--- config.mk ---
export PLATFORM = sky130hd
export DESIGN_NAME = stc_ctrl
export DESIGN_NICKNAME = d
export VERILOG_FILES = /design/src/sv/stc_pkg.sv /design/src/sv/stc_ctrl.sv
export SDC_FILE = /design/constraint.sdc
export NUM_CORES = 1
export LEC_CHECK = 0
export BUFFER_PORTS_ARGS = -buffer_cell sky130_fd_sc_hd__buf_2
export CORE_AREA = 8 8 45 47
export CTS_CLUSTER_DIAMETER = 40
export DETAILED_ROUTE_END_ITERATION = 10
export DIE_AREA = 0 0 53 55
export PLACE_DENSITY = 0.58
export SYNTH_ARGS = -nofsm -noshare
export SYNTH_HDL_FRONTEND = slang
export SYNTH_SLANG_ARGS = --single-unit
export TNS_END_PERCENT = 30
--- constraint.sdc ---
create_clock -name clk -period 1.6 [get_ports clk]
set_clock_uncertainty 0.1 [all_clocks]
set_input_delay 0 -clock clk [delete_from_list [all_inputs] [get_ports clk]]
set_output_delay 0 -clock clk [all_outputs]
set_load 0.02 [all_outputs]
--- src/sv/stc_pkg.sv ---
// Package for the scope trigger capture block: sizes, op and register codes,
// controller/datapath command and status structs. No dependencies.
`default_nettype none

package stc_pkg;

  // Ring depth must be a power of two (start position wraps by truncation).
  localparam int RING_FRAMES  = 4096;
  localparam int SEARCH_PAIRS = 1024;
  localparam int WINDOW_MAX   = 2048;

  localparam int RING_AW  = $clog2(RING_FRAMES);
  localparam int SNAP_AW  = $clog2(WINDOW_MAX);
  localparam int PAIR_W   = (SEARCH_PAIRS > 1) ? $clog2(SEARCH_PAIRS) : 1;
  localparam int CNT_W    = 12;
  localparam int IDX_W    = 11;
  localparam int SAMPLE_W = 16;
  localparam int FRAME_W  = 2 * SAMPLE_W;
  localparam int SUM_W    = ((RING_AW > CNT_W) ? RING_AW : CNT_W) + 1;

  localparam int OP_W = 2;
  localparam logic [OP_W-1:0] OP_WRITE   = 2'd0;
  localparam logic [OP_W-1:0] OP_REFRESH = 2'd1;
  localparam logic [OP_W-1:0] OP_READ    = 2'd2;

  localparam int CFG_IW = 3;
  localparam int CFG_DW = 16;
  localparam logic [CFG_IW-1:0] REG_LEVEL   = 3'd0;
  localparam logic [CFG_IW-1:0] REG_FALLING = 3'd1;
  localparam logic [CFG_IW-1:0] REG_MODE    = 3'd2;
  localparam logic [CFG_IW-1:0] REG_CHAN_ON = 3'd3;
  localparam logic [CFG_IW-1:0] REG_CHAN    = 3'd4;
  localparam logic [CFG_IW-1:0] REG_WINDOW  = 3'd5;
  localparam logic [CFG_IW-1:0] REG_CYCLE   = 3'd6;

  typedef struct packed {
    logic wr_frame;       // store input frame at write pointer
    logic start_refresh;  // load start position, clear counters
    logic clr_flag;
    logic ring_rd;        // read ring at current position
    logic pos_dec;
    logic latch_later;    // hold later sample of the pair
    logic set_flag;
    logic pair_inc;
    logic copy_issue;     // copy step: advance position and count, queue snapshot write
    logic commit;         // snapshot count takes the window
    logic snap_rd;
    logic out_load;
  } cmd_t;

  typedef struct packed {
    logic hit;
    logic pair_last;
    logic copy_last;
    logic win_zero;
    logic mode;
    logic chan_on;
    logic flag;
    logic out_busy;
  } sts_t;

endpackage

`default_nettype wire

--- src/sv/stc_ctrl.sv ---
// Controller state machine of the scope trigger capture block.
// Depends on stc_pkg; drives commands into stc_datapath.
`default_nettype none

module stc_ctrl import stc_pkg::*; (
  input  logic            clk,
  input  logic            rst_n,
  input  logic            in_valid,
  input  logic [OP_W-1:0] in_op,
  output logic            in_ready,
  input  sts_t            sts,
  output cmd_t            cmd
);

  localparam logic [2:0] ST_IDLE   = 3'd0;
  localparam logic [2:0] ST_SRCH_A = 3'd1;
  localparam logic [2:0] ST_SRCH_B = 3'd2;
  localparam logic [2:0] ST_SRCH_C = 3'd3;
  localparam logic [2:0] ST_COPY   = 3'd4;
  localparam logic [2:0] ST_DRAIN  = 3'd5;
  localparam logic [2:0] ST_DONE   = 3'd6;

  logic [2:0] state_r;
  logic [2:0] state_nxt;

  assign in_ready = (state_r == ST_IDLE);

  always_comb begin
    cmd       = '0;
    state_nxt = state_r;
    case (state_r)
      ST_IDLE: begin
        if (in_valid) begin
          case (in_op)
            OP_WRITE: begin
              cmd.wr_frame = 1'b1;
            end
            OP_REFRESH: begin
              cmd.start_refresh = 1'b1;
              if (sts.mode && sts.chan_on) begin
                cmd.clr_flag = 1'b1;
                state_nxt    = ST_SRCH_A;
              end else if (!sts.mode || sts.flag) begin
                if (sts.win_zero) begin
                  cmd.commit = 1'b1;
                  state_nxt  = ST_DONE;
                end else begin
                  state_nxt = ST_COPY;
                end
              end else begin
                state_nxt = ST_DONE;
              end
            end
            OP_READ: begin
              cmd.snap_rd = 1'b1;
              state_nxt   = ST_DONE;
            end
            default: begin
            end
          endcase
        end
      end
      ST_SRCH_A: begin
        cmd.ring_rd = 1'b1;
        cmd.pos_dec = 1'b1;
        state_nxt   = ST_SRCH_B;
      end
      ST_SRCH_B: begin
        cmd.ring_rd     = 1'b1;
        cmd.latch_later = 1'b1;
        state_nxt       = ST_SRCH_C;
      end
      ST_SRCH_C: begin
        if (sts.hit) begin
          cmd.set_flag = 1'b1;
          if (sts.win_zero) begin
            cmd.commit = 1'b1;
            state_nxt  = ST_DONE;
          end else begin
            state_nxt = ST_COPY;
          end
        end else if (sts.pair_last) begin
          state_nxt = ST_DONE;
        end else begin
          cmd.pos_dec  = 1'b1;
          cmd.pair_inc = 1'b1;
          state_nxt    = ST_SRCH_A;
        end
      end
      ST_COPY: begin
        cmd.ring_rd    = 1'b1;
        cmd.copy_issue = 1'b1;
        if (sts.copy_last) begin
          state_nxt = ST_DRAIN;
        end
      end
      ST_DRAIN: begin
        cmd.commit = 1'b1;
        state_nxt  = ST_DONE;
      end
      ST_DONE: begin
        if (!sts.out_busy) begin
          cmd.out_load = 1'b1;
          state_nxt    = ST_IDLE;
        end
      end
      default: begin
        state_nxt = ST_IDLE;
      end
    endcase
  end

  always_ff @(posedge clk) begin
    if (!rst_n) begin
      state_r <= ST_IDLE;
    end else begin
      state_r <= state_nxt;
    end
  end

endmodule

`default_nettype wire

==> flow_metrics.tcl <==
set metrics [dict create \
    status "complete, no violations" \
    min_to "state_r[2]$_SDFFE_PN0P_" \
    synth_cells 58 \
    synth_top_area_cell "dfxtp_1" \
    grt-ovfl-total 0 \
    dieHeight_um 55 \
    synth_ff_type "dfxtp_1" \
    clk_latency_ns 0.24 \
    drc 0 \
    path_clk_slew_ns 0.04 \
    vias 532 \
    async_reset_ff_frac 0 \
    worstSetupPathType "flip-flop to output pin" \
    reg.largest.list "state_r (3)" \
    r2r-end "state_r[2]$_SDFFE_PN0P_" \
    maxSlewViolCount 0 \
    top_register "state_r" \
    initial_core_util 0.2893 \
    power_mw 1.092 \
    core.rowCount 14 \
    cts_made_buffers 3 \
    max_stage_delay_ns 0.34 \
    rr_startpoint "state_r[2]$_SDFFE_PN0P_" \
    critPathLaunchType "flip-flop" \
    synth.cell_area_um2 400.4 \
    tightest_slew_ns 0.1990 \
    dr.pass1.iters 4 \
    period_minus_slack_ns 1.479 \
    fin_setup_tns_ns 0 \
    avgSynthCellArea_um2 6.903 \
    routedWlPerCell_um 11.76 \
    cpMaxStageDelayCell "dfxtp_2" \
    reg2regPathDepth 5 \
    setup_viol 0 \
    core_area_um2 1384 \
    synth.most_common_cell "nor2_1" \
    synth_top_area_frac 0.1500 \
    synth_cell_type_count 31 \
    slew-limit-headroom 0.8660 \
    cts_tree "yes" \
    path_buf_inv 1 \
    synth_seq_cells 3 \
    largest_register_ffs 3 \
    hold_path_class "input pin to flip-flop" \
    port-buffer-count 25 \
    cp_cell_sequence "nor3_4 -> nand2_2 -> nor3_4 -> a32o_1 -> buf_4" \
    vias_per_cell 5.019 \
    stdcell_area_um2 623.1 \
    path_delay_family "simple AND/OR/NAND/NOR gates" \
    hpwl_um 966.8 \
    cts_sinks 3 \
    power_density_nw_per_um2 1752 \
    die_w_um 53 \
    clockRootBuffer "clkbuf_4" \
    stdcell_count 106 \
    cts_max_level 1 \
    pin_count 26 \
    drive_gt1_frac 0.4333 \
    hold_viol 0 \
    dp_cells 98 \
    ys_seq_area_frac 0.1500 \
    required_ns 1.50 \
    grt_usage 0.08962 \
    area_delta_synth_final_pct 55.63 \
    cts_buffer_depth 2 \
    nNetsFinal 104 \
    gp_congestion 0.7124 \
    worstPathArrival_ns 1.38 \
    postPlaceCellArea_um2 545.5 \
    ys_warn_count 0 \
    fmax_mhz 676.0 \
    maxCapViolCount 0 \
    power.leakage_nw 0.3127 \
    endpoint_kind "output pin" \
    cp_common_cell "nor3_4" \
    synth-edff-count 0 \
    die_area_um2 2915 \
    grt_antenna_before_repair 0 \
    synth.top_cells.by_area "dfxtp_1 15%, nor2_1 5.6%, mux2i_1 5.0%, nand3_1 5.0%, nor2b_1 4.7%" \
    ant_nets 0 \
    fin_crit_sh 0.9246 \
    rsz0062_at_grt "false" \
    grt_start_max_net_pins 16 \
    hp-start "in_valid" \
    diodes 0 \
    synthTopCellsByCount "6 x nor2_1, 4 x nand2_1, 4 x nand3_1" \
    max-vdd-ir-drop_mv 0.6269 \
    grt_pass1_wl_mm 1.987 \
    worstPathMaxFanout 5 \
    whs_path_depth 5 \
    grt_pass1_vias 471 \
    detail_route.wirelength_mm 1.247 \
    detail_route.iter0.violations 8 \
    synth_nets 71 \
    ff2ff_setup_slack_ns 0.31 \
]
==> cell type report <==
| type | count | area (µm²) |
|---|---|---|
| well taps | 16 | 20.02 |
| inverters | 4 | 15.01 |
| clock buffers | 4 | 26.28 |
| flip-flops and latches | 3 | 65.06 |
| multi-input cells | 48 | 316.6 |
| repair buffers | 31 | 180.2 |
| fillers | 153 | 760.7 |
==> cells by family after synthesis <==
| logic type | after synthesis | share of synthesized area |
|---|---|---|
| compound gates | 15 | 0.2656 |
| xor+xnor | 2 | 0.04376 |
| buf+inv | 7 | 0.07498 |
| flops | 3 | 0.1500 |
| mux | 2 | 0.05000 |
| simple gates | 29 | 0.4157 |
==> stage by stage <==
step	utilization	hold WS, ns	setup WS [ns]
3_5_place_dp	0.3942	0.1590	0.1138
4_1_cts	0.4286	0.03645	0.03867
3_3_place_gp	0.3942	0.1653	0.1359
6_report	0.4503	0.04560	0.1207
2_1_floorplan	-	-0.04228	0.01975
5_1_grt	0.4503	0.08998	0.01139
==> placed cells by master (no fill, tap or decap), drive strengths merged, types with 3 or more instances in the layout <==
master   n
nand3    4
clkbuf   4
dfxtp    3
o21ai    5
inv      4
nor2     6
nor2b    3
buf     29
nor3     4
nand2    5
==> worst max-delay path by stage <==
stage / start / endpoint / slack, ns / cells past startpoint
after global routing: state_r[0]$_SDFFE_PN0P_ / cmd[2] / 0.01 / 5
after global placement: state_r[1]$_SDFFE_PN0P_ / state_r[2]$_SDFFE_PN0P_ / 0.14 / 4
after floorplan: state_r[2]$_SDFFE_PN0P_ / cmd[2] / 0.02 / 4
final: state_r[0]$_SDFFE_PN0P_ / cmd[2] / 0.12 / 5
after CTS: state_r[0]$_SDFFE_PN0P_ / cmd[2] / 0.04 / 5
after detailed placement: state_r[1]$_SDFFE_PN0P_ / state_r[2]$_SDFFE_PN0P_ / 0.11 / 4
==> layer usage <==
metal	wire [µm]	track usage
met1	523	0.1003
met3	127	0.05080
met2	597	0.1426
met4	0	0.02586
met5	0	0
==> power by group <==
part	internal, mW	switching [mW]	total, mW
Clock	0.0938	0.0455	0.139
Combinational	0.338	0.416	0.753
Sequential	0.119	0.0798	0.199
==> tightest hold or removal path: cells and delay by family <==
kind,cells,cell delay (ns)
AND/OR/NAND/NOR,1,0.07
buffers and inverters,2,0.15
AO/OA/AOI/OAI,2,0.11
==> timing repair <==
action                     4_1_cts  5_1_grt
pin swaps                        0        2
setup endpoints to repair        4        3
hold buffers                     2        0
hold endpoints to repair         3        0
buffers inserted                 0        2
resized for setup                1        5
No activity file was read; power rests on OpenSTA's default activity.
